$ cat config.mk
export PLATFORM = sky130hd
export DESIGN_NAME = hpt_mod_unit
export DESIGN_NICKNAME = d
export VERILOG_FILES = /design/src/rtl/hash_probe_table_lookup_top_assert.svh /design/src/rtl/hpt_pkg.sv /design/src/rtl/hpt_mod_unit.sv
export SDC_FILE = /design/constraint.sdc
export NUM_CORES = 1
export LEC_CHECK = 0
export BUFFER_PORTS_ARGS = -buffer_cell sky130_fd_sc_hd__buf_2
export CORE_UTILIZATION = 55
export CTS_CLUSTER_SIZE = 10
export DETAILED_ROUTE_END_ITERATION = 10
export GPL_TIMING_DRIVEN = 0
export HOLD_SLACK_MARGIN = 0.1
export PLACE_DENSITY = 0.79
export SLEW_MARGIN = 30
export SYNTH_ARGS = -nofsm -noshare
export SYNTH_HDL_FRONTEND = slang
export SYNTH_SLANG_ARGS = --single-unit
$ cat constraint.sdc
create_clock -name clk_i -period 3.2 [get_ports clk_i]
set_input_delay 0.16 -clock clk_i [delete_from_list [all_inputs] [get_ports clk_i]]
set_output_delay 0.16 -clock clk_i [all_outputs]
set_load 0.03 [all_outputs]
$ cat src/rtl/hash_probe_table_lookup_top_assert.svh
// Assertion macros for the hash probe table lookup block.
`ifndef HASH_PROBE_TABLE_LOOKUP_TOP_ASSERT_SVH
`define HASH_PROBE_TABLE_LOOKUP_TOP_ASSERT_SVH

// Same-cycle implication, sampled on the rising clock, off during reset.
`define HPT_ASSERT_IMM(lbl, ante, cons, msg) \
  lbl: assert property (@(posedge clk_i) disable iff (!rst_ni) (ante) |-> (cons)) \
    else $error(msg);

// Next-cycle implication, sampled on the rising clock, off during reset.
`define HPT_ASSERT_NXT(lbl, ante, cons, msg) \
  lbl: assert property (@(posedge clk_i) disable iff (!rst_ni) (ante) |=> (cons)) \
    else $error(msg);

`endif

$ cat src/rtl/hpt_pkg.sv
// Shared types and constants of the hash probe table lookup block.
package hpt_pkg;

  localparam int unsigned CfgW    = 11;
  localparam int unsigned FuncW   = 2;
  localparam int unsigned SlotW   = 10;
  localparam int unsigned KeyW    = 32;
  localparam int unsigned ValW    = 64;
  localparam int unsigned StatusW = 3;

  localparam logic [CfgW-1:0] CfgReset = 11'd1024;

  typedef enum logic [FuncW-1:0] {
    FUNC_LOAD    = 2'd0,
    FUNC_LOOKUP  = 2'd1,
    FUNC_SWAP    = 2'd2,
    FUNC_RESTORE = 2'd3
  } hpt_func_e;

  typedef enum logic [StatusW-1:0] {
    STS_OK        = 3'd0,
    STS_EMPTY_HIT = 3'd1,
    STS_EXHAUSTED = 3'd2,
    STS_CUR_NULL  = 3'd3,
    STS_MISMATCH  = 3'd4,
    STS_NULL_OP   = 3'd5
  } hpt_status_e;

  typedef enum logic [2:0] {
    ST_CLEAR,
    ST_IDLE,
    ST_DIV,
    ST_READ,
    ST_CHECK,
    ST_FINISH
  } hpt_state_e;

  // Request to and response from the serial remainder unit.
  typedef struct packed {
    logic            start;
    logic [KeyW-1:0] dividend;
    logic [CfgW-1:0] divisor;
  } hpt_div_req_t;

  typedef struct packed {
    logic            done;
    logic [CfgW-1:0] rem;
  } hpt_div_rsp_t;

endpackage

$ cat src/rtl/hpt_mod_unit.sv
// Serial remainder unit: one dividend bit per cycle, restoring scheme.
module hpt_mod_unit
  import hpt_pkg::*;
(
  input  logic         clk_i,
  input  logic         rst_ni,
  input  hpt_div_req_t req_i,
  output hpt_div_rsp_t rsp_o
);

  localparam int unsigned CntW = $clog2(KeyW);

  logic            busy_q, busy_d;
  logic            done_q, done_d;
  logic [CntW-1:0] cnt_q, cnt_d;
  logic [KeyW-1:0] dvd_q, dvd_d;
  logic [CfgW-1:0] dvs_q, dvs_d;
  logic [CfgW-1:0] rem_q, rem_d;
  logic [CfgW:0]   trial;

  always_comb begin
    busy_d = busy_q;
    done_d = 1'b0;
    cnt_d  = cnt_q;
    dvd_d  = dvd_q;
    dvs_d  = dvs_q;
    rem_d  = rem_q;
    trial  = {rem_q, dvd_q[KeyW-1]};
    if (req_i.start) begin
      busy_d = 1'b1;
      cnt_d  = '0;
      dvd_d  = req_i.dividend;
      dvs_d  = req_i.divisor;
      rem_d  = '0;
    end else if (busy_q) begin
      // shift in the next bit, subtract when it fits
      if (trial >= {1'b0, dvs_q}) begin
        rem_d = CfgW'(trial - {1'b0, dvs_q});
      end else begin
        rem_d = CfgW'(trial);
      end
      dvd_d = dvd_q << 1;
      cnt_d = cnt_q + 1'b1;
      if (cnt_q == CntW'(KeyW - 1)) begin
        busy_d = 1'b0;
        done_d = 1'b1;
      end
    end
  end

  always_ff @(posedge clk_i or negedge rst_ni) begin
    if (!rst_ni) begin
      busy_q <= 1'b0;
      done_q <= 1'b0;
      cnt_q  <= '0;
    end else begin
      busy_q <= busy_d;
      done_q <= done_d;
      cnt_q  <= cnt_d;
    end
  end

  always_ff @(posedge clk_i) begin
    dvd_q <= dvd_d;
    dvs_q <= dvs_d;
    rem_q <= rem_d;
  end

  assign rsp_o.done = done_q;
  assign rsp_o.rem  = rem_q;

endmodule

# Word-level counts from Yosys, hierarchy flattened
# Cells that the tools add are included.
classes:
  n_addsub: 2
  order_cmp: 1
  n_eq_ne: 1
  muxes: 11
  n_reduce_logical: 1
ops:
  columns: ["op", "count"]
  rows:
  - ["32-bit 2-to-1 mux", 2]
  - ["12-bit by 11-bit greater-or-equal comparator with 1-bit output", 1]
  - ["11-bit 2-to-1 mux", 1]
  - ["11-bit subtractor", 1]
  - ["5-bit 2-to-1 mux", 2]
  - ["1-bit 2-to-1 mux", 6]
  - ["5-bit by 1-bit adder with 5-bit output (second input constant)", 1]
  - ["5-bit equality test (second input constant)", 1]
  - ["2-bit nonzero test", 1]
word_totals:
  reg_bits: 61
  inputBits: 46
  output_inout_bits: 12
  wordCells: 22

# Logic depth before layout (Yosys ltp)
# Gate-level depths: netlist (run 1).
logic_depth:
  ltp_word: 4
  mapped_depth: 10
  ltp_nobuf: 9

# Worst setup path after synthesis (run 1)
# No wires, ideal clock.
synth_path:
  kind: "flip-flop to flip-flop"
  start: "register rem_q[0]"
  end: "register rem_q[6]"
  setup_ns: 0.079
  t_arrival_ns: 2.559
  setup_slack_ns: 0.561
  path_stages_with_launch: 10
  path_cell_list: "dfxtp_1 -> inv_1 -> fa_1 -> nand2b_2 -> o2bb2ai_2 -> a211o_1 -> and2_4 -> buf_6 -> or3b_1 -> a211oi_2"
synth_via:
  elab_chain_cells: 2
  elab_cells_between_ends: 3
  classes_between: "add/sub (1); order compare (1); mux (1)"
synth_rtl:
  columns: ["element", "line_no", "text"]
  rows:
  - ["from (decl)", "hpt_mod_unit.sv:18", "logic [CfgW-1:0] rem_q, rem_d;"]
  - ["from (signal assigned)", "hpt_mod_unit.sv:66", "rem_q <= rem_d;"]
  - ["11-bit subtractor or 12-bit by 11-bit greater-or-equal comparator with 1-bit output (tied branches)", "hpt_mod_unit.sv:38, hpt_mod_unit.sv:37", null]
  - ["11-bit 2-to-1 mux (*)", "hpt_mod_unit.sv:37", "if (trial >= {1'b0, dvs_q}) begin"]
# Mark *: on every way between the ends. The rest lies on a longest branch, timed or not.
# A chain may end at the register's enable or synchronous reset.

# Final worst setup path (run 1)
layout_path:
  start: "register dvs_q[0]"
  end: "register rem_q[4]"
layout_via:
  elab_chain_cells: 2
  elab_cells_between_ends: 3
  classes_between: "add/sub (1); order compare (1); mux (1)"
layout_rtl:
  columns: ["element", "line_no", "text"]
  rows:
  - ["from (decl)", "hpt_mod_unit.sv:17", "logic [CfgW-1:0] dvs_q, dvs_d;"]
  - ["from (signal assigned)", "hpt_mod_unit.sv:65", "dvs_q <= dvs_d;"]
  - ["11-bit subtractor or 12-bit by 11-bit greater-or-equal comparator with 1-bit output (tied branches)", "hpt_mod_unit.sv:38, hpt_mod_unit.sv:37", null]
  - ["11-bit 2-to-1 mux (*)", "hpt_mod_unit.sv:37", null]
# Marks and branches as above.

==> flow_summary.json, run 1 <==
{
  "synth-seq-cells": 61,
  "timing.rr.start": "dvs_q[0]",
  "cts.sinks": 61,
  "cts_made_buffers": 9,
  "setup.worst_path.start": "dvs_q[0]",
  "yosysUniqueCellTypes": 45,
  "insertion_delay_ns": 0.35,
  "relSlewSlack": 0.468,
  "grt_usage": 0.230,
  "irDropWorstVdd_mv": 0.479,
  "timing.max_cap.violations": 0,
  "crit_arrival_ns": 2.98,
  "syn_area_per_cell_um2": 12.4,
  "io_pins": 58,
  "dieWidth_um": 76.2,
  "die_h_um": 76.2,
  "grt_pass1_wl_um": 10100,
  "first_global_vias": 2178,
  "post-route-period-util": 0.857,
  "synth_warnings": 0,
  "drtPass1Iterations": 4,
  "viasPerCell": 5.38,
  "cts_tree": "done",
  "max_freq_mhz": 365,
  "synth_area_um2": 3030,
  "finalSetupViolations": 0,
  "cp_max_fo": 8,
  "clock_power_share": 0.267,
  "hold_start": "req_i[29]",
  "wl_met3_um": 322,
  "syn_inst": 245,
  "drt_iter0_drc": 186,
  "antenna_left": 0,
  "areaGrowthSynthToFinish_pct": 24.6,
  "root_buffer": "clkbuf_8",
  "final_max_slew_viol_count": 0,
  "synth_seq_area_share": 0.557,
  "power_frac_comb": 0.356,
  "wl_met1_um": 2740,
  "grt_max_degree": 33,
  "crit_path_end_kind": "flop",
  "rows": 26,
  "tns_ns": 0,
  "grt_overflow": 0,
  "fillerInstances": 395,
  "p_sw_uw": 947,
  "wl_um": 6040,
  "synth_edf_count": 43,
  "hpwl_um": 4100,
  "cts_buffer_depth": 2,
  "vias": 2175,
  "sw_frac_of_total": 0.341,
  "seqPwrFrac": 0.377,
  "antenna_found_initial": 0,
  "path_clk_slew_ns": 0.07,
  "hp-class": "input pin to flop",
  "synthFlopType": "edfxtp_1",
  "cp.required_ns": 3.44,
  "initial_core_util": 0.582,
  "p_total_uw": 2780,
  "p_leak_uw": 0.00166,
  "core_um2": 5200,
  "place_congestion": 0.884,
  "final_util": 0.726,
  "path_class": "flop to flop",
  "num_antenna_cells": 0,
  "wl_per_cell_um": 15.0,
  "async_reset_ff_frac": 0.115,
  "worst_slew_pin_slew_ns": 0.794,
  "grt_setup_unrepaired": "no",
  "clock_skew_ns": 0.00795,
  "cp-start-kind": "flop",
  "final_net_count": 389,
  "finalHoldViolations": 0,
  "status": "finished, final reports clean",
  "die_area_um2": 5810,
  "synth_nets": 305,
  "port_buffers": 57,
  "post_cts_buffers": 0,
  "htree_levels": 3,
  "dr.max_layer_used": "met4",
  "drc": 0,
  "drive_gt1_frac": 0.338,
  "p_int_uw": 1830,
  "cellPowerDensity_nw_per_um2": 736,
  "period_minus_slack_ns": 2.74,
  "wl_met2_um": 2920
}
what timing repair did:
item,in CTS,in global routing
resized for setup,0,0
hold buffers,16,0
hold endpoints to repair,22,0
registers in the layout (all words and copies together), names as in the netlist:
name and flops:
done_q 1, dvd_q 32, cnt_q 5, dvs_q 11, rem_q 11, busy_q 1
cell usage in the layout (no fill, tap or decap), types with 4 or more instances in the layout:
cell type,instances
clkbuf_1,6
dfrtp_1,7
clkbuf_8,9
o21ai_0,14
nor2_1,19
ha_1,13
a21oi_1,13
buf_2,57
o21a_1,4
dfxtp_1,11
dlygate4sd3_1,16
xnor2_1,4
edfxtp_1,43
nand2_1,12
inv_1,16
mux2_2,33
metrics by stage:
step	worst slack (ns)	cells	cell area, um^2	hold WS (ns)
6_report	0.459	404	3780	0.113
5_1_grt	0.371	404	3780	0.102
4_1_cts	0.468	404	3780	0.101
3_5_place_dp	0.491	372	3400	0.00315
3_3_place_gp	0.507	372	3400	-0.00151
2_1_floorplan	0.561	245	3030	-0.136
Yosys cell counts, drive strengths merged, types with 2 or more instances:
library cell | count | area share
dfxtp | 11 | 0.073
nand2b | 3 | 0.0070
xnor2 | 4 | 0.012
o21ai | 14 | 0.023
a21oi | 13 | 0.021
and2 | 2 | 0.0050
mux2 | 33 | 0.12
xor2 | 3 | 0.0087
nor2 | 19 | 0.024
ha | 13 | 0.054
dfrtp | 7 | 0.058
o21a | 4 | 0.0099
a211oi | 3 | 0.0091
mux2i | 3 | 0.0099
and3 | 2 | 0.0041
edfxtp | 43 | 0.43
inv | 17 | 0.021
a22o | 3 | 0.0087
or3 | 2 | 0.0041
nor3 | 4 | 0.0083
buf | 2 | 0.0062
nor2b | 2 | 0.0041
nand4 | 3 | 0.0062
nand2 | 12 | 0.015
a21o | 3 | 0.0074
clkbuf | 6 | 0.0074
kinds of logic (layout without fill, tap and decap cells):
group,Yosys count,in the layout,share of synthesized area
compound gates,50,50,0.111
xor+xnor,7,7,0.0202
fa+ha+maj,14,14,0.0603
buf+inv,25,114,0.0347
flops,61,61,0.557
mux,36,36,0.133
simple gates,52,52,0.0846
per-layer routing:
metal | vias to the layer above | track usage
met5 | - | 0
met4 | 0 | 0.0942
met3 | 11 | 0.0814
met2 | 57 | 0.378
met1 | 1039 | 0.275
li1 | 1068 | -
area by class of cell:
| class | instances | area, um^2 | share of cell area |
|---|---|---|---|
| well taps | 70 | 87.6 | 0.0232 |
| clock buffers | 9 | 124 | 0.0328 |
| repair buffers | 73 | 445 | 0.118 |
| plain buffers | 8 | 41.3 | 0.0109 |
| clock inverters | 7 | 90.1 | 0.0238 |
| inverters | 17 | 63.8 | 0.0169 |
| flip-flops and latches | 61 | 1690 | 0.447 |
| multi-input cells | 159 | 1240 | 0.328 |
path summary, 6_finish.rpt:
check / depth (start not counted) / endpoint / slack (ns)
setup reg to reg: 8 / rem_q[4] / 0.46
min in group asynchronous: 2 / cnt_q[2] / 0.18
hold reg to reg: 2 / rem_q[7] / 0.49
setup / recovery: 8 / rem_q[4] / 0.46
max in group asynchronous: 2 / cnt_q[1] / 2.86
hold / removal: 2 / dvd_q[18] / 0.11
critical path, cell delays in order (launching register included):
cell	delay [ns]
edfxtp_1	0.40
ha_1	0.23
fa_1	0.41
nand2b_2	0.21
o2bb2ai_2	0.15
a211o_1	0.37
nand2_1	0.28
mux2_2	0.38
a22o_1	0.20
power by group through the flow:
stage / clock network [uW] / registers [uW] / logic [uW]
2_1_floorplan: 0 / 1150 / 630
3_3_place_gp: 0 / 1060 / 939
3_5_place_dp: 0 / 1060 / 960
4_1_cts: 758 / 1050 / 983
5_1_grt: 783 / 1070 / 1080
6_report: 742 / 1050 / 989
Power figures use the tool's default switching activity.
==> inputs of run 2 (changes only) <==
--- a/config.mk
+++ b/config.mk
@@ -6,7 +6,10 @@
 export NUM_CORES = 1
 export LEC_CHECK = 0
 export BUFFER_PORTS_ARGS = -buffer_cell sky130_fd_sc_hd__buf_2
+export CORE_ASPECT_RATIO = 1.1
+export CORE_MARGIN = 3
 export CORE_UTILIZATION = 55
+export CTS_CLUSTER_DIAMETER = 50
 export CTS_CLUSTER_SIZE = 10
 export DETAILED_ROUTE_END_ITERATION = 10
 export GPL_TIMING_DRIVEN = 0
==> flow_summary.json, run 2 (synthesis results as in run 1) <==
{
  "first_global_vias": 2237,
  "path_clk_slew_ns": 0.07,
  "largest_registers": "dvd_q (32), dvs_q (11), rem_q (11)",
  "grt_max_degree": 33,
  "max_freq_mhz": 369,
  "path_class": "flop to flop",
  "period_minus_slack_ns": 2.71,
  "grt_overflow": 0,
  "wl_per_cell_um": 14.8,
  "finalSetupViolations": 0,
  "cts_resized": 0,
  "p_int_uw": 1910,
  "place_congestion": 0.892,
  "clock_skew_ns": 0.00784,
  "crit_arrival_ns": 2.94,
  "use_met1": 0.245,
  "hp-class": "input pin to flop",
  "drtPass1Iterations": 4,
  "power_frac_comb": 0.348,
  "dpl_cell_area_um2": 3410,
  "final_util": 0.726,
  "cts_buffer_depth": 2,
  "cp.required_ns": 3.43,
  "grtUsageMet2": 0.323,
  "rows": 27,
  "grt_setup_unrepaired": "no",
  "irDropWorstVdd_mv": 0.400,
  "layout_common_cells": "57 x buf_2, 43 x edfxtp_1, 33 x mux2_2",
  "port_buffers": 57,
  "cp-start-kind": "flop",
  "hpwl_um": 4220,
  "viasPerCell": 5.38,
  "cellPowerDensity_nw_per_um2": 752,
  "core_um2": 5170,
  "insertion_delay_ns": 0.33,
  "largest_reg_flops": 32,
  "vias": 2161,
  "crit_path_end_kind": "flop",
  "final_max_slew_viol_count": 0,
  "timing.max_cap.violations": 0,
  "grt_use_met3": 0.0691,
  "fin_area_um2": 3750,
  "num_antenna_cells": 0,
  "die_area_um2": 6440,
  "cts.sinks": 61,
  "largest-register": "dvd_q",
  "drt_iter0_drc": 122,
  "p_sw_uw": 917,
  "status": "finished, final reports clean",
  "die_h_um": 83.9,
  "dieWidth_um": 76.8,
  "root_buffer": "clkbuf_8",
  "sw_frac_of_total": 0.325,
  "seqPwrFrac": 0.370,
  "antenna_left": 0,
  "finalHoldViolations": 0,
  "post-route-period-util": 0.846,
  "drc": 0,
  "cp_max_fo": 8,
  "final_common_cell": "buf_2",
  "tns_ns": 0,
  "post_cts_buffers": 0,
  "antenna_found_initial": 0,
  "grt_usage": 0.201,
  "busiest_layer": "met2",
  "grt_pass1_wl_um": 10100,
  "initial_core_util": 0.586,
  "cts_made_buffers": 9,
  "fillerInstances": 376,
  "io_pins": 58,
  "areaGrowthSynthToFinish_pct": 23.9,
  "cts_tree": "done",
  "final_net_count": 385,
  "worst_slew_pin_slew_ns": 0.779,
  "relSlewSlack": 0.478,
  "p_leak_uw": 0.00165,
  "drive_gt1_frac": 0.336,
  "clock_power_share": 0.282,
  "wl_um": 5960,
  "htree_levels": 3
}
==> run 2: path summary, 6_finish.rpt <==
check,from,end,slack [ns],depth (start not counted)
worst max register to register,dvd_q[31],rem_q[4],0.49,9
worst max-delay path,dvd_q[31],rem_q[4],0.49,9
worst min register to register,rem_q[9],rem_q[9],0.49,2
max in group asynchronous,rst_ni,cnt_q[2],2.85,2
worst min-delay path,req_i[11],dvd_q[0],0.12,2
min in group asynchronous,rst_ni,busy_q,0.18,2
==> run 2: metal layers <==
layer,wire length [um],vias up
met5,0,-
met4,126,0
met3,396,16
met2,2930,64
met1,2510,1015
li1,-,1066
==> run 2: what timing repair did <==
action,CTS,global route
setup endpoints to repair,0,0
hold buffers,12,0
hold endpoints to repair,18,0
==> run 2: cell type report <==
class | instances | area [um^2] | area share
flip-flops and latches | 61 | 1690 | 0.449
multi-input cells | 159 | 1240 | 0.330
repair buffers | 69 | 405 | 0.108
clock buffers | 10 | 128 | 0.0340
clock inverters | 6 | 101 | 0.0270
well taps | 72 | 90.1 | 0.0240
inverters | 17 | 63.8 | 0.0170
plain buffers | 8 | 41.3 | 0.0110
==> run 2: through the flow <==
| step | hold slack, ns | instances | power, uW | setup slack, ns |
|---|---|---|---|---|
| floorplan | -0.136 | 245 | 1780 | 0.561 |
| global placement | 0.00510 | 374 | 2000 | 0.530 |
| detailed placement | 0.00406 | 374 | 2020 | 0.521 |
| CTS | 0.101 | 402 | 2840 | 0.497 |
| global route | 0.103 | 402 | 3000 | 0.337 |
| finish | 0.116 | 402 | 2820 | 0.492 |
==> run 2: power groups by stage <==
stage,clock network [uW],logic [uW],registers [uW]
3_3_place_gp,0,942,1060
5_1_grt,852,1080,1060
3_5_place_dp,0,958,1060
2_1_floorplan,0,630,1150
6_report,797,981,1040
4_1_cts,815,978,1050
==> run 2: critical path: stages (launching register included) <==
cell and delay [ns]:
edfxtp_1 0.35, inv_1 0.05, ha_1 0.22, fa_1 0.41, nand2b_2 0.21, o2bb2ai_2 0.15, a211o_1 0.38, nand2_1 0.26
mux2_2 0.39, a22o_1 0.20
==> inputs of run 3 (changes only) <==
==> constraint.sdc (replaced) <==
create_clock -name clk_i -period 2.5 [get_ports clk_i]
set_input_delay 0.125 -clock clk_i [delete_from_list [all_inputs] [get_ports clk_i]]
set_output_delay 0.125 -clock clk_i [all_outputs]
set_load 0.03 [all_outputs]
==> flow_summary.json, run 3 (synthesis results as in run 1) <==
{
  "status": "finished, final reports clean",
  "htree_levels": 3,
  "final_util": 0.795,
  "wl_met2_um": 3640,
  "timing.rr.start": "dvd_q[31]",
  "grt_usage": 0.233,
  "irDropWorstVdd_mv": 0.508,
  "multi_input_area_um2": 1290,
  "min_path_cells": 2,
  "path_class": "flop to flop",
  "max_freq_mhz": 413,
  "cts_made_buffers": 9,
  "grt_overflow": 0,
  "core_um2": 5170,
  "relSlewSlack": 0.512,
  "wl_met1_um": 2880,
  "p_leak_uw": 0.00180,
  "cp_cell_sequence": "inv_1, ha_2, fa_2, nand2b_4, o2bb2ai_4, a211o_4, and2_4, or3b_1, a211oi_2",
  "p_total_uw": 3660,
  "vias": 2343,
  "cts_buffer_depth": 2,
  "areaGrowthSynthToFinish_pct": 35.7,
  "cp-start-kind": "flop",
  "grt_setup_unrepaired": "no",
  "min_to": "dvd_q[8]",
  "initial_core_util": 0.586,
  "fin_ws_ns": 0.0786,
  "path_clk_slew_ns": 0.08,
  "cts.sinks": 61,
  "port_buffers": 57,
  "layout_common_cells": "57 x buf_2, 43 x edfxtp_1, 41 x dlygate4sd3_1",
  "cellPowerDensity_nw_per_um2": 889,
  "drive_gt1_frac": 0.344,
  "hold_start": "req_i[19]",
  "die_area_um2": 6440,
  "drtPass1Iterations": 4,
  "final_common_cell": "buf_2",
  "hp-class": "input pin to flop",
  "final_max_slew_viol_count": 0,
  "cp_max_fo": 6,
  "pre_cts_ws_ns": -0.176,
  "fillerInstances": 318,
  "grt_max_degree": 33,
  "clock_skew_ns": 0.0124,
  "reg2reg_depth": 9,
  "finalSetupViolations": 0,
  "dieWidth_um": 76.8,
  "r2r_end": "rem_q[6]",
  "antenna_found_initial": 0,
  "die_h_um": 83.9,
  "place_congestion": 0.900,
  "critPathMaxStageDelay_ns": 0.37,
  "wl_per_cell_um": 15.9,
  "drc": 0,
  "largest_reg_flops": 32,
  "insertion_delay_ns": 0.35,
  "largest_registers": "dvd_q (32), dvs_q (11), rem_q (11)",
  "worst_slew_pin_slew_ns": 0.729,
  "cpMaxStageDelayCell": "or3b_1",
  "num_antenna_cells": 0,
  "largest-register": "dvd_q",
  "regToRegSetupSlack_ns": 0.08,
  "cts_tree": "done",
  "root_buffer": "clkbuf_8",
  "dr.max_layer_used": "met4",
  "post-route-period-util": 0.969,
  "rows": 27,
  "drt_iter0_drc": 165,
  "grt_pass1_wl_um": 11700,
  "place_inst": 374,
  "first_global_vias": 2466,
  "wl_met3_um": 304,
  "crit_arrival_ns": 2.69,
  "area.sequential_um2": 1690,
  "final_cells": 438,
  "hpwl_um": 4160,
  "holdWs_ns": 0.107,
  "viasPerCell": 5.35,
  "wl_um": 6970,
  "io_pins": 58,
  "timing.max_cap.violations": 0,
  "finalHoldViolations": 0,
  "cp.required_ns": 2.77,
  "antenna_left": 0,
  "crit_path_end_kind": "flop",
  "period_minus_slack_ns": 2.42,
  "final_net_count": 421
}
## run 3: cell count changes in the layout (fill, tap and decap cells not counted), sizes merged
cell         previous run  this run
buf                    59        66
bufinv                  3         1
clkinvlp                0         1
dlygate4sd3            12        41
clkbuf                 16        17
## run 3: per-stage QoR
step                TNS (ns)  cell area (um^2)
finish                     0              4110
global route               0              4110
CTS                        0              4050
detailed placement    -0.530              3410
global placement      -0.536              3410
floorplan                  0              3030
## run 3: per-layer routing
metal,vias to the layer above,GRT usage
met2,60,0.410
met5,-,0
met3,12,0.0551
li1,1131,-
met4,0,0.0890
met1,1140,0.274
## run 3: layout make-up
cell class	count	share of cell area
tap	72	0.0219
inverter	17	0.0155
buffer	7	0.00730
multi-input combinational	159	0.313
clock inverter	5	0.0125
timing repair buffer	106	0.184
sequential	61	0.411
clock buffer	11	0.0344
## run 3: timing repair
item                       in CTS  in global routing
hold endpoints to repair       45                  2
pin swaps                       5                  3
gates resized for setup         6                  3
setup endpoints to repair       4                  3
setup buffers                   5                  3
hold buffers                   39                  2
## run 3: worst max path at each step
stage | cells after the start | end | slack, ns | start
floorplan | 10 | rem_q[6] | 0.01 | dvd_q[31]
global placement | 9 | rem_q[4] | -0.18 | dvd_q[31]
detailed placement | 10 | rem_q[6] | -0.18 | dvd_q[31]
CTS | 8 | rem_q[6] | 0.04 | dvs_q[0]
global route | 9 | rem_q[6] | 0.01 | dvd_q[31]
finish | 9 | rem_q[6] | 0.08 | dvd_q[31]
## run 3: power by group
part | leakage [uW] | internal, uW | switching [uW]
combinational | 0.00107 | 647 | 771
clock | 0.0000967 | 481 | 412
sequential | 0.000629 | 1240 | 104
total | 0.00180 | 2370 | 1290
## run 3: worst max-delay path, delay by kind of cell (launching register included)
kind            cells  cell delay (ns)
flops               1             0.35
simple gates        3             0.70
fa+ha+maj           2             0.54
buf+inv             1             0.05
compound gates      3             0.71
